$ cat src/hdl/sbr_pkg.sv
// shared types and constants for the secs-i block receiver
`timescale 1ns / 1ps

package sbr_pkg;

    // link phases
    typedef enum logic [1:0] {
        PH_IDLE   = 2'd0,
        PH_BLOCK  = 2'd1,
        PH_ERROR  = 2'd2,
        PH_LENGTH = 2'd3
    } t_phase;

    // item function codes
    localparam logic [1:0] FN_BYTE    = 2'd0;
    localparam logic [1:0] FN_TICK    = 2'd1;
    localparam logic [1:0] FN_RESTART = 2'd2;

    // control characters
    localparam logic [7:0] CH_ENQ = 8'h05;
    localparam logic [7:0] CH_EOT = 8'h04;
    localparam logic [7:0] CH_ACK = 8'h06;
    localparam logic [7:0] CH_NAK = 8'h15;

    // reported link state
    localparam logic [1:0] LS_IDLE  = 2'd0;
    localparam logic [1:0] LS_RECV  = 2'd1;
    localparam logic [1:0] LS_ERROR = 2'd2;

    // error causes
    localparam logic [1:0] ERR_NONE     = 2'd0;
    localparam logic [1:0] ERR_TIMEOUT  = 2'd1;
    localparam logic [1:0] ERR_CHECKSUM = 2'd2;

    // configuration register indexes
    localparam int                   CFG_IDX_W       = 1;
    localparam logic [CFG_IDX_W-1:0] CFG_IDX_TIMEOUT = 1'b0;
    localparam logic [CFG_IDX_W-1:0] CFG_IDX_RETRY   = 1'b1;
    localparam int                   CFG_DATA_W      = 16;

    // reset values of the configuration registers
    localparam logic [15:0] RST_TIMEOUT = 16'd1000;
    localparam logic [7:0]  RST_RETRY   = 8'd3;

    // header bytes kept after the length byte
    localparam int HDR_DEPTH = 10;
    localparam int HDR_IDX_W = 4;

    typedef struct packed {
        logic        send_valid;
        logic [7:0]  send_byte;
        logic [1:0]  link_state;
        logic [1:0]  error_code;
        logic        message_ok;
        logic [6:0]  stream;
        logic [7:0]  function_code;
        logic [31:0] system_bytes;
        logic        reply_bit;
        logic        wait_bit;
        logic        end_bit;
    } t_result;

endpackage

$ cat src/hdl/sbr_core.sv
// link state, checksum and header capture for one item per step
`timescale 1ns / 1ps

module sbr_core (
    input  logic             i_clk,
    input  logic             i_rst_n,
    input  logic             i_step,
    input  logic [1:0]       i_func,
    input  logic [7:0]       i_rx_byte,
    input  logic [15:0]      i_timeout,
    input  logic [7:0]       i_retry_limit,
    output sbr_pkg::t_result o_result
);

    sbr_pkg::t_phase r_phase, n_phase;
    logic [7:0]  r_bytes_seen, n_bytes_seen;
    logic [7:0]  r_block_length, n_block_length;
    logic [15:0] r_running_sum, n_running_sum;
    logic [7:0]  r_recv_hi, n_recv_hi;
    logic [7:0]  r_retries, n_retries;
    logic [15:0] r_timer, n_timer;
    logic [1:0]  r_err, n_err;
    logic [7:0]  r_header [sbr_pkg::HDR_DEPTH];
    logic [7:0]  n_header [sbr_pkg::HDR_DEPTH];

    logic        is_byte, is_tick, is_restart;
    logic        hdr_we, last_byte, sum_match, expire;
    logic [15:0] timer_dec;

    assign is_byte    = i_step && (i_func == sbr_pkg::FN_BYTE);
    assign is_tick    = i_step && (i_func == sbr_pkg::FN_TICK);
    assign is_restart = i_step && (i_func == sbr_pkg::FN_RESTART);

    // checksum low byte arrives one past the high byte
    assign last_byte = ({1'b0, r_bytes_seen} == ({1'b0, r_block_length} + 9'd1));
    assign sum_match = (r_running_sum == {r_recv_hi, i_rx_byte});
    assign hdr_we    = is_byte && (r_phase == sbr_pkg::PH_BLOCK)
                    && (r_bytes_seen < 8'(sbr_pkg::HDR_DEPTH));
    assign timer_dec = (r_timer != 16'd0) ? (r_timer - 16'd1) : 16'd0;
    assign expire    = (timer_dec == 16'd0);

    // next state
    always_comb begin
        n_phase        = r_phase;
        n_bytes_seen   = r_bytes_seen;
        n_block_length = r_block_length;
        n_running_sum  = r_running_sum;
        n_recv_hi      = r_recv_hi;
        n_retries      = r_retries;
        n_timer        = r_timer;
        n_err          = r_err;
        for (int i = 0; i < sbr_pkg::HDR_DEPTH; i++) begin
            n_header[i] = (hdr_we && (r_bytes_seen[sbr_pkg::HDR_IDX_W-1:0]
                          == sbr_pkg::HDR_IDX_W'(i))) ? i_rx_byte : r_header[i];
        end
        case (r_phase)
            sbr_pkg::PH_IDLE: begin
                if (is_byte && (i_rx_byte == sbr_pkg::CH_ENQ)) begin
                    n_phase = sbr_pkg::PH_LENGTH;
                    n_timer = i_timeout;
                    n_err   = sbr_pkg::ERR_NONE;
                end
            end
            sbr_pkg::PH_LENGTH, sbr_pkg::PH_BLOCK: begin
                if (is_byte && (r_phase == sbr_pkg::PH_LENGTH)) begin
                    n_block_length = i_rx_byte;
                    n_running_sum  = 16'd0;
                    n_bytes_seen   = 8'd0;
                    n_phase        = sbr_pkg::PH_BLOCK;
                end else if (is_byte) begin
                    if (r_bytes_seen < r_block_length) begin
                        n_running_sum = r_running_sum + {8'd0, i_rx_byte};
                    end
                    if (r_bytes_seen == r_block_length) begin
                        n_recv_hi = i_rx_byte;
                    end
                    if (last_byte) begin
                        if (sum_match) begin
                            n_phase = sbr_pkg::PH_IDLE;
                        end else begin
                            n_phase   = sbr_pkg::PH_ERROR;
                            n_err     = sbr_pkg::ERR_CHECKSUM;
                            n_retries = i_retry_limit;
                        end
                    end else if (r_bytes_seen != 8'hff) begin
                        n_bytes_seen = r_bytes_seen + 8'd1;
                    end
                end else if (is_tick) begin
                    n_timer = timer_dec;
                    if (expire) begin
                        if (r_retries == 8'd0) begin
                            n_phase   = sbr_pkg::PH_ERROR;
                            n_err     = sbr_pkg::ERR_TIMEOUT;
                            n_retries = i_retry_limit;
                        end else begin
                            n_retries = r_retries - 8'd1;
                            n_phase   = sbr_pkg::PH_IDLE;
                        end
                    end
                end
            end
            sbr_pkg::PH_ERROR: begin
                if (is_restart) begin
                    n_phase = sbr_pkg::PH_IDLE;
                    n_err   = sbr_pkg::ERR_NONE;
                end
            end
            default: begin
                n_phase = r_phase;
            end
        endcase
    end

    // result of the current item
    always_comb begin
        o_result            = '0;
        o_result.send_valid = 1'b0;
        o_result.send_byte  = 8'd0;
        o_result.message_ok = 1'b0;
        case (r_phase)
            sbr_pkg::PH_IDLE: begin
                if (is_byte && (i_rx_byte == sbr_pkg::CH_ENQ)) begin
                    o_result.send_valid = 1'b1;
                    o_result.send_byte  = sbr_pkg::CH_EOT;
                end
            end
            sbr_pkg::PH_LENGTH, sbr_pkg::PH_BLOCK: begin
                if (is_byte && (r_phase == sbr_pkg::PH_BLOCK) && last_byte) begin
                    o_result.send_valid = 1'b1;
                    o_result.send_byte  = sum_match ? sbr_pkg::CH_ACK : sbr_pkg::CH_NAK;
                    o_result.message_ok = sum_match;
                end else if (is_tick && expire && (r_retries == 8'd0)) begin
                    o_result.send_valid = 1'b1;
                    o_result.send_byte  = sbr_pkg::CH_NAK;
                end
            end
            default: begin
                o_result.send_valid = 1'b0;
            end
        endcase
        case (n_phase)
            sbr_pkg::PH_IDLE:  o_result.link_state = sbr_pkg::LS_IDLE;
            sbr_pkg::PH_ERROR: o_result.link_state = sbr_pkg::LS_ERROR;
            default:           o_result.link_state = sbr_pkg::LS_RECV;
        endcase
        o_result.error_code = (n_phase == sbr_pkg::PH_ERROR) ? n_err : sbr_pkg::ERR_NONE;
        if (o_result.message_ok) begin
            o_result.stream        = n_header[2][6:0];
            o_result.wait_bit      = n_header[2][7];
            o_result.function_code = n_header[3];
            o_result.reply_bit     = n_header[0][7];
            o_result.end_bit       = n_header[4][7];
            o_result.system_bytes  = {n_header[6], n_header[7], n_header[8], n_header[9]};
        end
    end

    always_ff @(posedge i_clk) begin
        if (!i_rst_n) begin
            r_phase        <= sbr_pkg::PH_IDLE;
            r_bytes_seen   <= 8'd0;
            r_block_length <= 8'd0;
            r_running_sum  <= 16'd0;
            r_recv_hi      <= 8'd0;
            r_retries      <= sbr_pkg::RST_RETRY;
            r_timer        <= 16'd0;
            r_err          <= sbr_pkg::ERR_NONE;
        end else begin
            r_phase        <= n_phase;
            r_bytes_seen   <= n_bytes_seen;
            r_block_length <= n_block_length;
            r_running_sum  <= n_running_sum;
            r_recv_hi      <= n_recv_hi;
            r_retries      <= n_retries;
            r_timer        <= n_timer;
            r_err          <= n_err;
        end
    end

    // header store keeps the first bytes after the length byte; on a short block these include the checksum
    always_ff @(posedge i_clk) begin
        for (int i = 0; i < sbr_pkg::HDR_DEPTH; i++) begin
            r_header[i] <= n_header[i];
        end
    end

endmodule

$ cat src/hdl/secs_block_receiver.sv
// SECS-I block receiver top level
// Input channel: i_in_valid / o_in_stall carry one item (i_func, i_rx_byte):
//   a received byte, a timer tick or a restart from the error state.
// Output channel: o_out_valid / i_out_stall carry exactly one result item per
//   input item: the control byte to transmit (EOT, ACK or NAK), the link state,
//   the held error cause and, on the item that completes a good block, the
//   stream, function, system bytes and the R, W and E header bits.
// Pipeline: an accepted item waits in the input register, is processed by the
//   core from there and its result is registered in the output register. One
//   item per cycle is sustained while the receiver does not stall; the only loop
//   is the link state update of the core.
// Configuration: i_cfg_we writes i_cfg_data into the register named by
//   i_cfg_index (0 reply timeout in ticks, 1 retry limit); write only while
//   no item is in flight.
// Reset (i_rst_n low, synchronous): link idle, both registers empty, timeout
//   1000 ticks, retry limit 3 and retry count 3.
// When the receiver stalls the result is held in the output register and the
//   next item waits in the input register; o_in_stall rises only while both
//   are occupied.
`timescale 1ns / 1ps

module secs_block_receiver (
    input  logic                           i_clk,
    input  logic                           i_rst_n,
    input  logic                           i_in_valid,
    output logic                           o_in_stall,
    input  logic [1:0]                     i_func,
    input  logic [7:0]                     i_rx_byte,
    output logic                           o_out_valid,
    input  logic                           i_out_stall,
    output logic                           o_send_valid,
    output logic [7:0]                     o_send_byte,
    output logic [1:0]                     o_link_state,
    output logic [1:0]                     o_error_code,
    output logic                           o_message_ok,
    output logic [6:0]                     o_stream,
    output logic [7:0]                     o_function_code,
    output logic [31:0]                    o_system_bytes,
    output logic                           o_reply_bit,
    output logic                           o_wait_bit,
    output logic                           o_end_bit,
    input  logic                           i_cfg_we,
    input  logic [sbr_pkg::CFG_IDX_W-1:0]  i_cfg_index,
    input  logic [sbr_pkg::CFG_DATA_W-1:0] i_cfg_data
);

    logic [15:0] r_timeout;
    logic [7:0]  r_retry_limit;
    logic        r_in_valid;
    logic [1:0]  r_in_func;
    logic [7:0]  r_in_byte;
    logic        r_out_valid;
    sbr_pkg::t_result r_out;
    sbr_pkg::t_result core_result;

    logic advance, load;

    // the input register moves on whenever the output register is free
    assign advance    = r_in_valid && (!r_out_valid || !i_out_stall);
    assign o_in_stall = r_in_valid && !advance;
    assign load       = i_in_valid && !o_in_stall;

    always_ff @(posedge i_clk) begin
        if (!i_rst_n) begin
            r_timeout     <= sbr_pkg::RST_TIMEOUT;
            r_retry_limit <= sbr_pkg::RST_RETRY;
        end else if (i_cfg_we) begin
            case (i_cfg_index)
                sbr_pkg::CFG_IDX_TIMEOUT: r_timeout     <= i_cfg_data[15:0];
                sbr_pkg::CFG_IDX_RETRY:   r_retry_limit <= i_cfg_data[7:0];
                default: ;
            endcase
        end
    end

    always_ff @(posedge i_clk) begin
        if (!i_rst_n) begin
            r_in_valid  <= 1'b0;
            r_out_valid <= 1'b0;
        end else begin
            if (load) begin
                r_in_valid <= 1'b1;
            end else if (advance) begin
                r_in_valid <= 1'b0;
            end
            if (advance) begin
                r_out_valid <= 1'b1;
            end else if (!i_out_stall) begin
                r_out_valid <= 1'b0;
            end
        end
    end

    always_ff @(posedge i_clk) begin
        if (load) begin
            r_in_func <= i_func;
            r_in_byte <= i_rx_byte;
        end
        if (advance) begin
            r_out <= core_result;
        end
    end

    sbr_core u_core (
        .i_clk         (i_clk),
        .i_rst_n       (i_rst_n),
        .i_step        (advance),
        .i_func        (r_in_func),
        .i_rx_byte     (r_in_byte),
        .i_timeout     (r_timeout),
        .i_retry_limit (r_retry_limit),
        .o_result      (core_result)
    );

    assign o_out_valid     = r_out_valid;
    assign o_send_valid    = r_out.send_valid;
    assign o_send_byte     = r_out.send_byte;
    assign o_link_state    = r_out.link_state;
    assign o_error_code    = r_out.error_code;
    assign o_message_ok    = r_out.message_ok;
    assign o_stream        = r_out.stream;
    assign o_function_code = r_out.function_code;
    assign o_system_bytes  = r_out.system_bytes;
    assign o_reply_bit     = r_out.reply_bit;
    assign o_wait_bit      = r_out.wait_bit;
    assign o_end_bit       = r_out.end_bit;

    a_stall_only_when_full: assert property (@(posedge i_clk) disable iff (!i_rst_n)
        o_in_stall |-> (r_in_valid && r_out_valid && i_out_stall))
        else $error("input stalled without a held item");

    a_item_reaches_output: assert property (@(posedge i_clk) disable iff (!i_rst_n)
        (r_in_valid && !(r_out_valid && i_out_stall)) |=> o_out_valid)
        else $error("processed item did not reach the output register");

    a_ok_sends_ack: assert property (@(posedge i_clk) disable iff (!i_rst_n)
        (o_out_valid && o_message_ok) |->
        (o_send_valid && (o_send_byte == sbr_pkg::CH_ACK)
         && (o_link_state == sbr_pkg::LS_IDLE)))
        else $error("accepted block without ack");

    a_error_code_only_in_error: assert property (@(posedge i_clk) disable iff (!i_rst_n)
        (o_out_valid && (o_link_state != sbr_pkg::LS_ERROR)) |->
        (o_error_code == sbr_pkg::ERR_NONE))
        else $error("error code outside the error state");

endmodule

$ cat config.mk
export PLATFORM = sky130hd
export DESIGN_NAME = secs_block_receiver
export DESIGN_NICKNAME = d
export VERILOG_FILES = /design/src/hdl/sbr_pkg.sv /design/src/hdl/sbr_core.sv /design/src/hdl/secs_block_receiver.sv
export SDC_FILE = /design/constraint.sdc
export NUM_CORES = 1
export LEC_CHECK = 0
export BUFFER_PORTS_ARGS = -buffer_cell sky130_fd_sc_hd__buf_2
export CORE_MARGIN = 2
export CORE_UTILIZATION = 63
export DETAILED_ROUTE_END_ITERATION = 10
export MAX_ROUTING_LAYER = met4
export PLACE_DENSITY = 0.84
export RECOVER_POWER = 25
export SYNTH_ARGS = -nofsm -noshare
export SYNTH_HDL_FRONTEND = slang
export SYNTH_SLANG_ARGS = --single-unit
$ cat constraint.sdc
create_clock -name i_clk -period 7.5 [get_ports i_clk]
set_clock_uncertainty 0.05 [all_clocks]
set_input_delay 2.25 -clock i_clk [delete_from_list [all_inputs] [get_ports i_clk]]
set_output_delay 2.25 -clock i_clk [all_outputs]
set_load 0.02 [all_outputs]
# Yosys cells after proc, flatten, opt, wreduce, memory -nomap -nowiden
# Memory sizes are Yosys's and may differ from the RTL's.
# Cells that the tools add are included.
dict set report op_classes {
  n_addsub 5
  n_mul 0
  n_div 0
  n_lt_le_gt_ge 2
  eq_ne 30
  shifts 0
  mux 65
  bitwise 2
  reduce_logical 52
}
# op n
set ops {}
lappend ops {{8-bit two-way mux} 21}
lappend ops {{16-bit two-way mux} 8}
lappend ops {{2-bit two-way mux} 18}
lappend ops {{16-bit case mux with 2 select lines} 1}
lappend ops {{9-bit two-way mux} 3}
lappend ops {{1-bit logical AND} 23}
lappend ops {{16-bit by 8-bit adder with 16-bit output} 1}
lappend ops {{16-bit equality test} 1}
lappend ops {{4-bit by 3-bit equality test with 1-bit output, second input constant} 4}
lappend ops {{16-bit logical NOT} 1}
lappend ops {{8-bit case mux with 2 select lines} 1}
lappend ops {{16-bit nonzero test} 1}
lappend ops {{16-bit by 1-bit subtractor with 16-bit output, second input constant} 1}
lappend ops {{2-bit nonzero test} 7}
lappend ops {{2-bit case mux with 3 select lines} 2}
lappend ops {{2-bit inequality test, second input constant} 5}
lappend ops {{8-bit by 1-bit adder with 9-bit output, second input constant} 1}
lappend ops {{8-bit by 9-bit equality test with 1-bit output} 1}
lappend ops {{8-bit by 1-bit adder with 8-bit output, second input constant} 1}
lappend ops {{2-bit equality test, second input constant} 4}
lappend ops {{4-bit by 2-bit equality test with 1-bit output, second input constant} 2}
lappend ops {{4-bit equality test, second input constant} 2}
lappend ops {{8-bit by 3-bit equality test with 1-bit output, second input constant} 1}
lappend ops {{8-bit equality test} 1}
lappend ops {{other kinds (26)} 45}
dict set report word_totals {
  register_bits 168
  latchBits 0
  ramBits 80
  mem_bits_ro 0
  out_inout_bits 66
  memories 1
}
# memory words word_bits read_ports rd_clocked_by_memory_dff write_ports line_no
set memory_table {}
lappend memory_table {u_core.r_header 10 8 8 0 9 sbr_core.sv:23} ;# logic [7:0] r_header [sbr_pkg::HDR_DEPTH];

# Logic depth before layout (Yosys ltp)
# Gate-level depths: netlist of run 1.
dict set report logic_depth {
  ltp_word 10
  mapped_depth 12
  depth_no_buf 11
}

# Hierarchy
# From an unflattened synthesis of run 1, not the netlist that was laid out.
dict set report unflattened {
  cells_unflattened 1000
  hier_area_um2 10054.6
}
# module instances cells_per_inst area_per_inst_um2
set modules_own_cells {}
lappend modules_own_cells {sbr_core 1 813 6790.3}
lappend modules_own_cells {secs_block_receiver 1 187 3264.4}

# Worst setup path before layout of run 1
# Ideal clock, no wire load.
dict set report synth_timing {
  kind {in2reg}
  startpoint {in i_out_stall}
  endpoint {reg r_out (netlist bit o_system_bytes[0]), data pin}
  t_arrival_ns 5.459
  t_required_ns 7.194
  slack_ns 1.735
  stages 10
  path_cell_list {nand2_1 -> nand2_1 -> inv_1 -> nand4b_1 -> nor2_1 -> nand2_1 -> nor4b_1 -> nand2_1 -> mux2_2 -> and2_2}
}
# element line_no
set synth_lines {}
lappend synth_lines {{start: declaration} secs_block_receiver.sv:30} ;# input logic i_out_stall,
lappend synth_lines {{end signal: assignment} secs_block_receiver.sv:100} ;# r_out <= core_result;
lappend synth_lines {{end: declaration} secs_block_receiver.sv:53} ;# sbr_pkg::t_result r_out;

==> summary.md, run 1 <==
| Metric | Value |
|---|---|
| Status | finished, violations left |
| Failing checks | max-capacitance violations, max-slew violations |
| Post-CTS resize count | 0 |
| Post-synth EDFFs | 67 |
| Pint | between 1.5 and 2 mW |
| Pwr dens | about 220 mW/mm^2 |
| Post-Place Worst Slack | between 2000 and 2500 ps |
| Starting Density | between 60% and 70% |
| Number of global-route vias before repair | around 6,800 |
| Die area | 0.0163 mm^2 |
| Cell variety after synth | 83 |
| Element type at the critical path end | register |
| WS Path Type | in -> reg |
| Final wirelength | around 21,000 um |
| Post-synthesis sequential area ratio | about half |
| Initial antenna violation count | 0 |
| GR Overflow Total | 0 |
| Final Max Tran Viols | between 100 and 150 |
| CTS HTree Levels | 1 |
| DP Wirelength | between 10,000 and 15,000 um |
| CTS Root Cell | clkbuf_16 |
| Period utilisation layout | roughly three quarters |
| Startpoint types | input pin |
| PortBufs | 93 |
| Synth top area cells | dfxtp_1, edfxtp_1, mux2_2 |
| Setup ws final | around 2000 ps |
| P&R area growth vs syn | 11.3% |
| Worst flop-to-flop path endpoint | u_core.r_retries[2]$_SDFFE_PN0P_ |
| Total number of vias | 7,271 |
| Core Footprint | between 0.015 and 0.02 mm^2 |
| Die height | roughly 130 um |
| Slew @ Worst Pin | between 3000 and 4000 ps |
| Top post-synthesis cells by count | dfxtp_1, nand2_1, a21oi_1, edfxtp_1, nor2_1 |
| Sequential Power Share | between 50 and 60% |
| CTS tree | done |
| Routed vias/inst | ~6 |
| Async S/R FF share, synth | 0% |
| Yosys top cell by area | dfxtp_1 |
| Overall Global Routing Usage | 26.4% |
| Critical Path AT | between 5000 and 6000 ps |
| CTS Buf Count | 21 |
| Combinational power share | 3.6% |
| Initial drt markers | ~580 |
| R2r worst-path depth | 7 |
| Relative slew margins | -113% |
| Layout cell share with drive strength beyond 1 | 20.3% |
| Switching Fraction | between 20% and 30% |
| DR pass1 iterations | 6 |
| Tightest Hold Check Type | reg -> reg |
| Predominant post-synthesis flop cell | dfxtp_1 |
| Mapped cell area | between 0.009 and 0.01 mm^2 |
| Total negative slack | 0 ps |
| VDD IR max | between 0.0001 and 0.00015 V |
| Synth Area per Inst | 10.2 um^2 |
| Worst EP required | between 7000 and 8000 ps |
| First-pass GRT wire length | 33,700 um |
| Worst setup path end | u_core.r_running_sum[6]$_SDFFE_PN0P_ |
| Worst-path fanout max | 59 |
| # IOs | just under 100 |
| Cell with the most instances after synthesis | dfxtp_1 |
| CTS max path bufs | 3 |
| Clk_lat worst skew | roughly 500 ps |
| RSZ-0062 raised after global routing | false |
| # DRC | 0 |
| Largest net degree at the start of global routing | 60 |
| Final min period | between 5000 and 6000 ps |
| Die W | 128 um |
| Ant diodes | 0 |
| Utilization after layout | about 71% |
| Drt wl/cell | approximately 17 um |
| Post-CTS Setup Inserts | 0 |
| Synth top area share | between 20% and 30% |
| P_leak | 4.23 nW |
| Final Setup Violations | 0 |
| Antenna viol nets, final | 0 |
| Hold_buf cts | 0 |
| Synth warn | 0 |
| Nets@finish | 1,077 |
| Routability-driven placement congestion ratio | roughly 0.9 |
| Fmax | 182 MHz |
| CTS sink count | 211 |
| Endpoints failing hold | 0 |
| Launch point of the worst path | i_rst_n |
| Number of synthesized register bits | about 210 |
| Reg2Reg Setup Slack | about 3700 ps |
| R2r startpoint | r_in_byte[3]$_DFFE_PP_ |
| Clock power share | a little over two fifths |
| Num rows | between 40 and 50 |
| Synth Instances | 950 |
| Clock Pin Slew Worst Setup and Hold Paths | approximately 60 ps |
| Max-cap violation count | 2 |
| Net Switching | 505 uW |
## sequential cells by signal, indices dropped and copies added (netlist names), 2 cells and up
| signal | count |
|---|---|
| u_core.r_bytes_seen | 8 |
| r_in_byte | 8 |
| o_error_code | 2 |
| o_function_code | 8 |
| u_core.r_timer | 16 |
| r_timeout | 16 |
| u_core.r_block_length | 8 |
| u_core.r_running_sum | 16 |
| u_core.r_recv_hi | 8 |
| o_system_bytes | 32 |
| o_send_byte | 3 |
| o_link_state | 2 |
| u_core.r_header | 50 |
| r_in_func | 2 |
| u_core.r_retries | 8 |
| u_core.r_phase | 2 |
| r_retry_limit | 8 |
| u_core.r_err | 2 |
| o_stream | 7 |
## per-stage QoR
step                std cells  cell area (um^2)  total power [mW]  hold slack (ps)
finish                   1224             10700              2.33              403
global route             1224             10700              2.40              428
CTS                      1224             10800              2.34              407
detailed placement       1186             10100              1.33              401
global placement         1186             10100              1.33              390
floorplan                 953              9660              1.29              374
## logic make-up after synthesis
| family | Yosys count | share of synthesized area, % |
|---|---|---|
| AOI/OAI and AO/OA | 185 | 12.2 |
| xor gates and xnor gates | 22 | 2.00 |
| adders and majority gates | 24 | 3.19 |
| buffers and inverters | 88 | 4.64 |
| DFF | 211 | 50.7 |
| muxes | 64 | 7.26 |
| other | 1 | 0.0388 |
| and+or+nand+nor | 355 | 19.9 |
## power groups by stage
| stage | logic, mW | registers (mW) | clock network, mW |
|---|---|---|---|
| floorplan | 0.0456 | 1.25 | 0 |
| finish | 0.0850 | 1.22 | 1.03 |
| global route | 0.0930 | 1.22 | 1.09 |
| global placement | 0.0839 | 1.24 | 0 |
| detailed placement | 0.0851 | 1.24 | 0 |
| CTS | 0.0859 | 1.22 | 1.04 |
## worst min-delay path by stage
stage | from | endpoint | slack [ps] | depth (start not counted)
after floorplan | u_core.r_header[7][1]$_DFF_P_ | u_core.r_header[7][1]$_DFF_P_ | 370 | 2
after global placement | u_core.r_header[7][1]$_DFF_P_ | u_core.r_header[7][1]$_DFF_P_ | 390 | 2
after detailed placement | r_timeout[1]$_SDFFE_PN0P_ | r_timeout[1]$_SDFFE_PN0P_ | 400 | 2
after CTS | u_core.r_running_sum[0]$_SDFFE_PN0P_ | u_core.r_running_sum[0]$_SDFFE_PN0P_ | 410 | 2
after global routing | r_retry_limit[6]$_SDFFE_PN0P_ | r_retry_limit[6]$_SDFFE_PN0P_ | 430 | 2
final | u_core.r_running_sum[0]$_SDFFE_PN0P_ | u_core.r_running_sum[0]$_SDFFE_PN0P_ | 400 | 2
## layout by cell type (no fill, tap or decap), drive strengths merged, types with 9 or more instances in the layout
cell	synthesis	routed
a21oi	68	68
a31oi	9	9
and2	41	41
buf	22	91
clkbuf	29	35
dfxtp	144	144
edfxtp	67	67
ha	23	23
inv	36	37
mux2	48	48
mux2i	16	16
nand2	102	102
nand2b	11	11
nand3	26	26
nand4	9	9
nor2	65	65
nor2b	18	18
nor3	17	17
o21ai	38	38
o31ai	12	12
or2	9	9
or3	14	14
or4	12	12
xnor2	16	16
## final cells by class
class	count	area, um^2
sequential	211	4890
fill	1110	4350
multi-input combinational	654	4320
clock buffer	30	569
timing repair buffer	96	477
tap	188	235
inverter	37	151
clock inverter	8	95.1
## layer usage
metal  track usage, %  vias to the layer above  wire length (um)
li1                 -                     3525                 -
met4             10.5                        0               709
met1             32.1                     3435              8910
met2             44.7                      255             10500
met5                -                        -                 0
met3             3.76                       56              1240
## worst max-delay path: stages
cell      delay (ps)
clkbuf_1         460
inv_1            160
clkbuf_1        1980
nor2_1           590
nand3_1          270
o31ai_1           90
No activity file was read; power rests on OpenSTA's default activity.
==> run 2, diff against run 1 <==
--- a/config.mk
+++ b/config.mk
@@ -7,10 +7,10 @@
 export LEC_CHECK = 0
 export BUFFER_PORTS_ARGS = -buffer_cell sky130_fd_sc_hd__buf_2
 export CORE_MARGIN = 2
-export CORE_UTILIZATION = 63
+export CORE_UTILIZATION = 53
 export DETAILED_ROUTE_END_ITERATION = 10
 export MAX_ROUTING_LAYER = met4
-export PLACE_DENSITY = 0.84
+export PLACE_DENSITY = 0.76
 export RECOVER_POWER = 25
 export SYNTH_ARGS = -nofsm -noshare
 export SYNTH_HDL_FRONTEND = slang
==> constraint.sdc (replaced) <==
create_clock -name i_clk -period 4.6 [get_ports i_clk]
set_clock_uncertainty 0.05 [all_clocks]
set_input_delay 1.38 -clock i_clk [delete_from_list [all_inputs] [get_ports i_clk]]
set_output_delay 1.38 -clock i_clk [all_outputs]
set_load 0.02 [all_outputs]
==> run 2 against run 1 <==
  * The run still ends with max-capacitance violations, max-slew violations left
  * Utilization fell by 10 points
  * Wire length is 2.2% higher
  * Power is 75% higher
  * Final area up 1.7%
  * Sequential cell count unchanged
  * Non-clock buffer count grew 5
  * Hold slack got worse by 1.0 ps
  * Critical path depth fell by 2
  * Combinational power up 64%
  * Sequential power is 63% higher
==> summary.md, run 2 (synthesis results as in run 1) <==
| Metric | Value |
|---|---|
| Endpoints failing hold | 0 |
| # DRC | 0 |
| Final wirelength | 21,800 um |
| RSZ-0062 raised after global routing | false |
| Max-cap violation count | 2 |
| Element type at the critical path end | register |
| Starting Density | 53.9% |
| VDD IR max | ~0.00032 V |
| First-pass GRT wire length | ~36,000 um |
| Tightest Hold Check Type | reg -> reg |
| CTS max path bufs | 3 |
| CTS Root Cell | clkbuf_16 |
| CTS tree | done |
| GR Overflow Total | 0 |
| Top routing layer used | met4 |
| Slew @ Worst Pin | between 2000 and 3000 ps |
| Worst EP required | 4790 ps |
| Total negative slack | 0 ps |
| Die height | roughly 140 um |
| Drt wl/cell | 17.2 um |
| Clk_lat worst skew | around 500 ps |
| Overall Global Routing Usage | a little under a quarter |
| Met3 Wirelength | ~960 um |
| Largest net degree at the start of global routing | about 60 |
| Status | finished, violations left |
| Antenna viol nets, final | 0 |
| Ant diodes | 0 |
| Critical Path AT | slightly below 4000 ps |
| FILL cells | approximately 1,500 |
| Met2 Routed Length | 10,500 um |
| Pwr dens | roughly 370 mW/mm^2 |
| Nets@finish | around 1,100 |
| Largest register by flop count | u_core.r_header |
| PortBufs | slightly above 90 |
| Initial drt markers | 440 |
| # IOs | 98 |
| Failing checks | max-capacitance violations, max-slew violations |
| CTS Buf Count | 22 |
| CTS sink count | 211 |
| Period utilisation layout | a little over 80% |
| Number of global-route vias before repair | about 7,000 |
| Hold_buf cts | 0 |
| Multi-input logic area | 0.00432 mm^2 |
| Hold_ws | between 400 and 500 ps |
| Post-CTS resize count | 0 |
| Startpoint types | input pin |
| Routed vias/inst | between 5 and 6 |
| CTS HTree Levels | 1 |
| Total number of vias | 7,249 |
| DR pass1 iterations | 5 |
| Die area | 0.0193 mm^2 |
| Register Area | slightly below 0.005 mm^2 |
| WS Path Type | in -> reg |
| Initial antenna violation count | 0 |
| Layout cell share with drive strength beyond 1 | around 18% |
| Relative slew margins | -91.2% |
| Worst-path fanout max | between 50 and 60 |
| DP Wirelength | ~14,000 um |
| Fmax | roughly 270 MHz |
| Clock Pin Slew Worst Setup and Hold Paths | 60 ps |
| Routability-driven placement congestion ratio | 0.884 |
| Final Setup Violations | 0 |
| Post-CTS Setup Inserts | 0 |
| Die W | between 100 and 150 um |
| M1 WL | roughly 9600 um |
| Overall Power | ~4.1 mW |
| Most common cell after layout, fill and taps aside | dfxtp_1 |
| Highest-count cells in the layout ignoring fill and taps | dfxtp_1, nand2_1, a21oi_1 |
| Core Footprint | about 0.018 mm^2 |
| Final min period | around 3800 ps |
| Num rows | 49 |
| Final Max Tran Viols | 117 |
| P_leak | 4.20 nW |
| Max FFs per register | 50 |
| P&R area growth vs syn | 13.2% |
| Reg2Reg Setup Slack | ~1100 ps |
## run 2: cell count changes in the layout (fill, tap and decap cells not counted), sizes merged
cell,before,now
bufinv,2,5
buf,91,57
clkbuf,35,70
clkinv,6,9
inv,37,35
clkinvlp,0,2
## run 2: critical path, stage by stage
cell      delay (ps)
buf_2            260
inv_1            130
clkbuf_1        2030
a211oi_1         120
## run 2: worst paths after layout
kind,startpoint,to,cells after the start
worst max-delay path,i_rst_n,u_core.r_timer[14]$_SDFFE_PN0P_,4
worst min-delay path,r_retry_limit[5]$_SDFFE_PN0P_,r_retry_limit[5]$_SDFFE_PN0P_,2
worst max register to register,r_in_byte[2]$_DFFE_PP_,o_system_bytes[0]$_SDFFCE_PN0P_,7
worst min register to register,r_retry_limit[5]$_SDFFE_PN0P_,r_retry_limit[5]$_SDFFE_PN0P_,2
## run 2: routing by layer
layer  GRT usage, %  vias up
met5              -        -
met4           7.44        0
met1           28.8     3480
met2           38.3      182
li1               -     3538
met3           3.63       49
## run 2: cell type report
type	count	area share, %
clock buffer	26	5.55
clock inverter	14	1.82
inverter	37	1.42
multi-input combinational	654	39.5
sequential	211	44.8
tap	229	2.62
timing repair buffer	101	4.27
## run 2: metrics by stage
stage               worst slack (ps)  utilization (%)  instance area [um^2]  cells
CTS                              992             61.4                 11000   1272
detailed placement               486             56.9                 10200   1232
finish                           828             61.1                 10900   1272
floorplan                        311                -                  9670    953
global placement                 535             56.9                 10200   1232
global route                     537             61.1                 10900   1272
## run 2: power breakdown
part,switching (mW),internal [mW]
registers,0.0325,1.95
clock network,0.722,1.22
logic,0.101,0.0387
